--- src/hdl/asm_pkg.sv ---
// shared types and constants of the active segment matcher
package asm_pkg;

   // field widths fixed by the request and response formats
   localparam int unsigned TICK_W   = 48;
   localparam int unsigned POS_W    = 49;
   localparam int unsigned KIND_W   = 4;
   localparam int unsigned MARGIN_W = 32;

   // margin after reset: half a second in 100 ns ticks
   localparam logic [MARGIN_W-1:0] MARGIN_RESET = 32'd5000000;

   // request commands
   typedef enum logic [1:0] {
      CMD_CLEAR    = 2'd0,
      CMD_APPEND   = 2'd1,
      CMD_POSITION = 2'd2,
      CMD_RESERVED = 2'd3
   } cmd_type;

   // controller states
   typedef enum logic [1:0] {
      ST_IDLE,
      ST_SCAN,
      ST_FINISH
   } state_type;

   // one stored segment
   typedef struct packed {
      logic [TICK_W-1:0] seg_start;
      logic [TICK_W-1:0] seg_end;
      logic [KIND_W-1:0] seg_kind;
   } seg_entry_type;

endpackage

--- src/hdl/asm_if.sv ---
// request and response channel interfaces of the active segment matcher
interface asm_req_if;
   logic                              valid;
   logic                              ready;
   logic [1:0]                        cmd;
   logic signed [asm_pkg::POS_W-1:0]  position_ticks;
   logic                              position_valid;
   logic [asm_pkg::TICK_W-1:0]        segment_start;
   logic [asm_pkg::TICK_W-1:0]        segment_end;
   logic [asm_pkg::KIND_W-1:0]        segment_kind;

   modport source (output valid, output cmd, output position_ticks, output position_valid,
                   output segment_start, output segment_end, output segment_kind,
                   input ready);
   modport sink (input valid, input cmd, input position_ticks, input position_valid,
                 input segment_start, input segment_end, input segment_kind,
                 output ready);
endinterface

interface asm_rsp_if;
   logic                          valid;
   logic                          ready;
   logic [asm_pkg::KIND_W-1:0]    active_kind;
   logic [asm_pkg::TICK_W-1:0]    active_end_ticks;

   modport source (output valid, output active_kind, output active_end_ticks, input ready);
   modport sink (input valid, input active_kind, input active_end_ticks, output ready);
endinterface

--- src/hdl/active_segment_matcher_unit.sv ---
// active segment matcher top level: segment memory, scan controller, response register
//
// Segments live in one synchronous memory of MAX_SEGMENTS entries (start, end, kind)
// with a registered read. Clear and append requests are handled in the idle state; an
// append to a full table is dropped. A position update with a valid position walks the
// memory in append order, one entry read per cycle with the compare of the previous
// entry overlapped, and stops at the first segment with start <= pos < end - margin;
// an invalid position or an empty table skips the walk. A response is produced only
// when the matched (kind, end) pair differs from the active one; it sits in an output
// register, so the next request is taken while it waits, and a later update only holds
// in its finish state if the register is still occupied. The user must write the margin
// register through csr_wr_en / csr_wr_data only while the block is idle; the block
// itself does not enforce this.
module active_segment_matcher_unit #(
   parameter int unsigned MAX_SEGMENTS = 16
) (
   input  logic                               clock,
   input  logic                               reset,
   asm_req_if.sink                            req_chan,
   asm_rsp_if.source                          rsp_chan,
   input  logic                               csr_wr_en,
   input  logic [asm_pkg::MARGIN_W-1:0]       csr_wr_data
);

   localparam int unsigned CW = $clog2(MAX_SEGMENTS + 1);
   localparam int unsigned AW = (MAX_SEGMENTS > 1) ? $clog2(MAX_SEGMENTS) : 1;
   localparam int unsigned CMP_W = asm_pkg::POS_W + 1;

   // segment memory
   asm_pkg::seg_entry_type seg_mem [MAX_SEGMENTS];
   asm_pkg::seg_entry_type rd_data_ff;

   // control and datapath registers
   asm_pkg::state_type                   state_ff, state_in;
   logic [CW-1:0]                        count_ff, count_in;
   logic [CW-1:0]                        idx_ff, idx_in;
   logic                                 pend_ff, pend_in;
   logic signed [asm_pkg::POS_W-1:0]     pos_ff, pos_in;
   logic [asm_pkg::KIND_W-1:0]           cand_kind_ff, cand_kind_in;
   logic [asm_pkg::TICK_W-1:0]           cand_end_ff, cand_end_in;
   logic [asm_pkg::KIND_W-1:0]           cur_kind_ff, cur_kind_in;
   logic [asm_pkg::TICK_W-1:0]           cur_end_ff, cur_end_in;
   logic [asm_pkg::MARGIN_W-1:0]         margin_ff;
   logic                                 rsp_valid_ff, rsp_valid_in;
   logic [asm_pkg::KIND_W-1:0]           rsp_kind_ff, rsp_kind_in;
   logic [asm_pkg::TICK_W-1:0]           rsp_end_ff, rsp_end_in;

   logic                                 mem_we;
   logic                                 issue;
   logic                                 match_now;
   logic signed [CMP_W-1:0]              pos_ext;
   logic signed [CMP_W-1:0]              start_ext;
   logic signed [CMP_W-1:0]              limit_ext;

   // window compare on the entry just read
   always_comb begin
      pos_ext   = CMP_W'(pos_ff);
      start_ext = signed'({2'b00, rd_data_ff.seg_start});
      limit_ext = signed'({2'b00, rd_data_ff.seg_end})
                  - signed'({{(CMP_W - asm_pkg::MARGIN_W){1'b0}}, margin_ff});
      match_now = pend_ff && (pos_ext >= start_ext) && (pos_ext < limit_ext);
   end

   // next state and outputs
   always_comb begin
      state_in     = state_ff;
      count_in     = count_ff;
      idx_in       = idx_ff;
      pend_in      = 1'b0;
      pos_in       = pos_ff;
      cand_kind_in = cand_kind_ff;
      cand_end_in  = cand_end_ff;
      cur_kind_in  = cur_kind_ff;
      cur_end_in   = cur_end_ff;
      rsp_valid_in = rsp_valid_ff && !rsp_chan.ready;
      rsp_kind_in  = rsp_kind_ff;
      rsp_end_in   = rsp_end_ff;
      req_chan.ready = 1'b0;
      mem_we       = 1'b0;
      issue        = 1'b0;

      case (state_ff)
         asm_pkg::ST_IDLE: begin
            req_chan.ready = 1'b1;
            if (req_chan.valid) begin
               case (req_chan.cmd)
                  asm_pkg::CMD_CLEAR: begin
                     count_in    = '0;
                     cur_kind_in = '0;
                     cur_end_in  = '0;
                  end
                  asm_pkg::CMD_APPEND: begin
                     if (count_ff < CW'(MAX_SEGMENTS)) begin
                        mem_we   = 1'b1;
                        count_in = count_ff + CW'(1);
                     end
                  end
                  asm_pkg::CMD_POSITION: begin
                     pos_in       = req_chan.position_ticks;
                     cand_kind_in = '0;
                     cand_end_in  = '0;
                     idx_in       = '0;
                     if (req_chan.position_valid && (count_ff != '0)) begin
                        state_in = asm_pkg::ST_SCAN;
                     end else begin
                        state_in = asm_pkg::ST_FINISH;
                     end
                  end
                  default: begin
                  end
               endcase
            end
         end

         asm_pkg::ST_SCAN: begin
            // read the next entry while the previous one is compared
            issue   = (idx_ff < count_ff) && !match_now;
            pend_in = issue;
            if (issue) begin
               idx_in = idx_ff + CW'(1);
            end
            if (match_now) begin
               cand_kind_in = rd_data_ff.seg_kind;
               cand_end_in  = rd_data_ff.seg_end;
               state_in     = asm_pkg::ST_FINISH;
            end else if (!issue) begin
               state_in = asm_pkg::ST_FINISH;
            end
         end

         asm_pkg::ST_FINISH: begin
            // report only a change of the active pair
            if ((cand_kind_ff != cur_kind_ff) || (cand_end_ff != cur_end_ff)) begin
               if (!rsp_valid_ff || rsp_chan.ready) begin
                  rsp_valid_in = 1'b1;
                  rsp_kind_in  = cand_kind_ff;
                  rsp_end_in   = cand_end_ff;
                  cur_kind_in  = cand_kind_ff;
                  cur_end_in   = cand_end_ff;
                  state_in     = asm_pkg::ST_IDLE;
               end
            end else begin
               state_in = asm_pkg::ST_IDLE;
            end
         end

         default: begin
            state_in = asm_pkg::ST_IDLE;
         end
      endcase
   end

   // control registers
   always_ff @(posedge clock) begin
      if (reset) begin
         state_ff     <= asm_pkg::ST_IDLE;
         count_ff     <= '0;
         idx_ff       <= '0;
         pend_ff      <= 1'b0;
         cur_kind_ff  <= '0;
         cur_end_ff   <= '0;
         margin_ff    <= asm_pkg::MARGIN_RESET;
         rsp_valid_ff <= 1'b0;
      end else begin
         state_ff     <= state_in;
         count_ff     <= count_in;
         idx_ff       <= idx_in;
         pend_ff      <= pend_in;
         cur_kind_ff  <= cur_kind_in;
         cur_end_ff   <= cur_end_in;
         rsp_valid_ff <= rsp_valid_in;
         if (csr_wr_en) begin
            margin_ff <= csr_wr_data;
         end
      end
   end

   // payload registers
   always_ff @(posedge clock) begin
      pos_ff       <= pos_in;
      cand_kind_ff <= cand_kind_in;
      cand_end_ff  <= cand_end_in;
      rsp_kind_ff  <= rsp_kind_in;
      rsp_end_ff   <= rsp_end_in;
   end

   // segment memory write port
   always_ff @(posedge clock) begin
      if (mem_we) begin
         seg_mem[count_ff[AW-1:0]] <= '{seg_start: req_chan.segment_start,
                                        seg_end:   req_chan.segment_end,
                                        seg_kind:  req_chan.segment_kind};
      end
   end

   // segment memory read port
   always_ff @(posedge clock) begin
      if (issue) begin
         rd_data_ff <= seg_mem[idx_ff[AW-1:0]];
      end
   end

   // response channel
   assign rsp_chan.valid            = rsp_valid_ff;
   assign rsp_chan.active_kind      = rsp_kind_ff;
   assign rsp_chan.active_end_ticks = rsp_end_ff;

endmodule

--- src/flat_wrapper.sv ---
// flat-port wrapper written by rule: the top's interface ports become plain ports
module active_segment_matcher_unit_flat 
#(
   parameter int unsigned MAX_SEGMENTS = 16
)
  (clock, reset, csr_wr_en, csr_wr_data, req_chan_valid, req_chan_cmd, req_chan_position_ticks, req_chan_position_valid, req_chan_segment_start, req_chan_segment_end, req_chan_segment_kind, req_chan_ready, rsp_chan_valid, rsp_chan_active_kind, rsp_chan_active_end_ticks, rsp_chan_ready);
  asm_req_if req_chan_i ();
  asm_rsp_if rsp_chan_i ();
  input  logic clock;
  input  logic reset;
  input  logic csr_wr_en;
  input  logic [asm_pkg::MARGIN_W-1:0] csr_wr_data;
  input wire logic [$bits(req_chan_i.valid)-1:0] req_chan_valid;
  input wire logic [$bits(req_chan_i.cmd)-1:0] req_chan_cmd;
  input wire logic [$bits(req_chan_i.position_ticks)-1:0] req_chan_position_ticks;
  input wire logic [$bits(req_chan_i.position_valid)-1:0] req_chan_position_valid;
  input wire logic [$bits(req_chan_i.segment_start)-1:0] req_chan_segment_start;
  input wire logic [$bits(req_chan_i.segment_end)-1:0] req_chan_segment_end;
  input wire logic [$bits(req_chan_i.segment_kind)-1:0] req_chan_segment_kind;
  output wire logic [$bits(req_chan_i.ready)-1:0] req_chan_ready;
  output wire logic [$bits(rsp_chan_i.valid)-1:0] rsp_chan_valid;
  output wire logic [$bits(rsp_chan_i.active_kind)-1:0] rsp_chan_active_kind;
  output wire logic [$bits(rsp_chan_i.active_end_ticks)-1:0] rsp_chan_active_end_ticks;
  input wire logic [$bits(rsp_chan_i.ready)-1:0] rsp_chan_ready;
  assign req_chan_i.valid = req_chan_valid;
  assign req_chan_i.cmd = req_chan_cmd;
  assign req_chan_i.position_ticks = req_chan_position_ticks;
  assign req_chan_i.position_valid = req_chan_position_valid;
  assign req_chan_i.segment_start = req_chan_segment_start;
  assign req_chan_i.segment_end = req_chan_segment_end;
  assign req_chan_i.segment_kind = req_chan_segment_kind;
  assign req_chan_ready = req_chan_i.ready;
  assign rsp_chan_valid = rsp_chan_i.valid;
  assign rsp_chan_active_kind = rsp_chan_i.active_kind;
  assign rsp_chan_active_end_ticks = rsp_chan_i.active_end_ticks;
  assign rsp_chan_i.ready = rsp_chan_ready;
  active_segment_matcher_unit #(.MAX_SEGMENTS(MAX_SEGMENTS)) u_core (.clock(clock), .reset(reset), .req_chan(req_chan_i), .rsp_chan(rsp_chan_i), .csr_wr_en(csr_wr_en), .csr_wr_data(csr_wr_data));
endmodule
--- config.mk ---
export PLATFORM = sky130hd
export DESIGN_NAME = active_segment_matcher_unit_flat
export DESIGN_NICKNAME = d
export VERILOG_FILES = /design/src/hdl/asm_pkg.sv /design/src/hdl/asm_if.sv /design/src/hdl/active_segment_matcher_unit.sv /design/src/flat_wrapper.sv
export SDC_FILE = /design/constraint.sdc
export NUM_CORES = 2
export LEC_CHECK = 0
export BUFFER_PORTS_ARGS = -buffer_cell sky130_fd_sc_hd__buf_2
export CORE_ASPECT_RATIO = 1.4
export CORE_MARGIN = 1.5
export CORE_UTILIZATION = 55
export CTS_BUF_LIST = sky130_fd_sc_hd__clkbuf_4
export DETAILED_ROUTE_END_ITERATION = 12
export PLACE_DENSITY = 0.78
export SYNTH_ARGS = -nofsm -noshare
export SYNTH_HDL_FRONTEND = slang
export SYNTH_SLANG_ARGS = --single-unit
--- constraint.sdc ---
create_clock -name clock -period 17.3 [get_ports clock]
set_input_delay 0.865 -clock clock [delete_from_list [all_inputs] [get_ports clock]]
set_output_delay 0.865 -clock clock [all_outputs]
set_load 0.02 [all_outputs]
==> impl_metrics.tcl <==
set metrics [dict create \
    synth_common_cells "1853 x edfxtp_1, 500 x mux4_2, 137 x ha_1" \
    report.final.slew_viol_count 0 \
    die_h_um 446 \
    die_w_um 319 \
    period_share_pct 37.0 \
    critPathMaxFanout 64 \
    pre_cts_ws_ns 11.01 \
    synth_seq_cells 1951 \
    drt_first_pass_iters 5 \
    final_antenna_net_count 0 \
    finalNetCount 4775 \
    drive_above_1_share_pct 31.8 \
    ys_seq_area_share_pct 74.8 \
    setup_violations 0 \
    fmax_mhz 156 \
    endpoint_kind "flip-flop" \
    ys_async_sr_fraction_pct 0 \
    yosysMostFrequentCell "edfxtp_1" \
    vias 40100 \
    cts_tree "yes" \
    port-buffer-count 242 \
    gp_congestion 0.901 \
    clkLatencyLatePin_ns 1.34 \
    synthFlopType "edfxtp_1" \
    worstHoldPathType "in -> reg" \
    fin_ws_ns 10.90 \
    cts_setup_buffers 0 \
    slew_headroom_pct 15.4 \
    synth_top_area_share_pct 72.3 \
    hold_viol_final 0 \
    finalInstanceArea_um2 87900 \
    rsz0062_at_grt "no" \
    ctsResizeCount 0 \
    start_kind "flip-flop" \
    cpMaxStageDelayCell "buf_4" \
    fp.dieArea_um2 142000 \
    grt.overflow.total 0 \
    setup_tns_ns 0 \
    routed_wirelength_um 185000 \
    synth.distinct_cells 69 \
    arrival_ns 7.27 \
    synth_edf_count 1853 \
    finalCriticalPeriod_ns 6.40 \
    cap_violations 0 \
    crit_chain "inv_1 -> ha_1 -> inv_1 -> fa_1 -> a21o_1 -> nand4_1 -> a21oi_1 -> o21ai_2 -> a31oi_1 -> a21oi_1 -> o31ai_1 -> xor2_1 -> ha_1 -> nand4_1 -> nor4_1 -> nand3_1 -> a31oi_1 -> nor4_4 -> o2111ai_4 -> and2_4 -> buf_4" \
    grt_pass1_vias 41400 \
    cts_root_buffer "clkbuf_4" \
    routedWlPerCell_um 28.1 \
    syn_inst 3661 \
    finClkSkew_ns 0.123 \
    syn_area_per_cell_um2 21.0 \
    area_delta_synth_final_pct 14.2 \
    ir_drop_uv 53.9 \
    cts_made_buffers 446 \
    syn-num-nets 3988 \
    clockBufferDepth 4 \
    h-tree-depth 5 \
    drt_iter0_markers 4389 \
    ios 243 \
    grt_max_degree 165 \
    grt_pass1_wl_um 269000 \
    cpPeakStageDelay_ns 0.78 \
    critPathKind "reg -> reg" \
    start_util_pct 55.4 \
    syn_area_um2 77000 \
    cp.required_ns 18.17 \
    power_density_nw_per_um2 102 \
    leakage_nw 29.5 \
    status "complete, no violations" \
    track_usage_pct 26.2 \
    hold-worst-slack_ns 0.228 \
    design.core.area_um2 139000 \
    cts-hold-fix-buffers 192 \
    place_area_um2 80400 \
    place_hpwl_um 106000 \
    synth.area.top_cells "edfxtp_1 72%, mux4_2 15%, dfxtp_1 2.5%, ha_1 2.2%, mux2i_1 0.99%" \
    worst_pin_slew_ns 1.27 \
    row_count 162 \
    clock-sinks 1951 \
    yosysWarnings 0 \
    antenna_found_initial 33 \
    synth_top_cell_by_area "edfxtp_1" \
    avgViaCountPerCell 6.09 \
    path_clk_slew_ns 0.08 \
    remaining_drc_errors 0 \
]
[per-stage QoR]
| step | util [%] | total power, W | cells |
|---|---|---|---|
| after global routing | 63.2 | 0.00926 | 6585 |
| after CTS | 63.2 | 0.00901 | 6573 |
| after global placement | 57.9 | 0.00551 | 5612 |
| after floorplan | - | 0.00540 | 3661 |
| after detailed placement | 57.9 | 0.00552 | 5612 |
| final | 63.2 | 0.00894 | 6587 |
[cell type report]
type	instances	area, µm²
clock buffer	646	4850
timing repair buffer	490	3670
fill	9314	51200
multi-input combinational	1460	18400
sequential	1951	57600
inverter	99	379
clock inverter	123	628
tap	1804	2260
antenna	14	35.0
[layer usage]
| metal | vias to the layer above | part of all wire, % | global-route usage, % |
|---|---|---|---|
| met5 | - | 0.082 | 0 |
| met4 | 22 | 3.0 | 9.15 |
| met3 | 338 | 9.6 | 6.16 |
| met2 | 2240 | 51 | 43.8 |
| met1 | 20600 | 37 | 34.0 |
| li1 | 16900 | - | - |
[sequential cells by signal, indices dropped and copies added, names as in the netlist, 2 cells and up]
register	flops
u_core.rsp_chan.active_kind	4
u_core.rsp_chan.active_end_ticks	48
u_core.count_ff	5
u_core.cand_kind_ff	4
u_core.idx_ff	5
u_core.pos_ff	49
u_core.seg_mem	1600
u_core.cur_kind_ff	4
u_core.rd_data_ff	100
u_core.cur_end_ff	48
u_core.cand_end_ff	48
u_core.margin_ff	32
u_core.state_ff	2
[placed cells by master (no fill, tap or decap), types with 35 or more instances in the layout]
master,n
xnor2_1,45
inv_1,97
clkinv_1,94
buf_2,241
xor2_1,50
dfxtp_1,95
mux2i_1,76
nor2b_1,55
nor2_1,119
mux4_2,500
a21oi_1,68
and2_1,52
nand2_1,67
o21ai_0,35
dlygate4sd3_1,192
ha_1,137
edfxtp_1,1853
buf_4,48
clkbuf_4,646
[kinds of logic (layout without fill, tap and decap cells)]
family / Yosys count / count (layout) / share of synthesized area [%]
buffers and inverters: 250 / 1358 / 1.40
other: 0 / 14 / 0
DFF: 1951 / 1951 / 74.8
and+or+nand+nor: 431 / 431 / 2.87
AOI/OAI and AO/OA: 220 / 220 / 1.95
xor gates and xnor gates: 95 / 95 / 1.08
muxes: 576 / 576 / 15.6
adders and majority gates: 138 / 138 / 2.25
[final timing paths]
kind | startpoint | endpoint | slack, ns | cells past startpoint
worst max-delay path | u_core.rd_data_ff[4] | u_core.rd_data_ff[79] | 10.90 | 21
worst min-delay path | req_chan_position_ticks[20] | u_core.pos_ff[20] | 0.23 | 2
worst max register to register | u_core.rd_data_ff[4] | u_core.rd_data_ff[79] | 10.90 | 21
worst min register to register | u_core.margin_ff[9] | u_core.margin_ff[9] | 0.49 | 2
[power by group]
part | switching, W | internal [W]
clock network | 0.00170 | 0.00178
registers | 0.0000162 | 0.00518
logic | 0.000163 | 0.000102
[critical path: cells and delay by family, from the launching register on]
family          cells  cell delay, ns
compound gates      8            1.91
xor+xnor            1            0.17
fa+ha+maj           3            0.90
buf+inv             3            0.94
flops               1            0.37
simple gates        6            1.60
(Power assumes the default switching activity.)
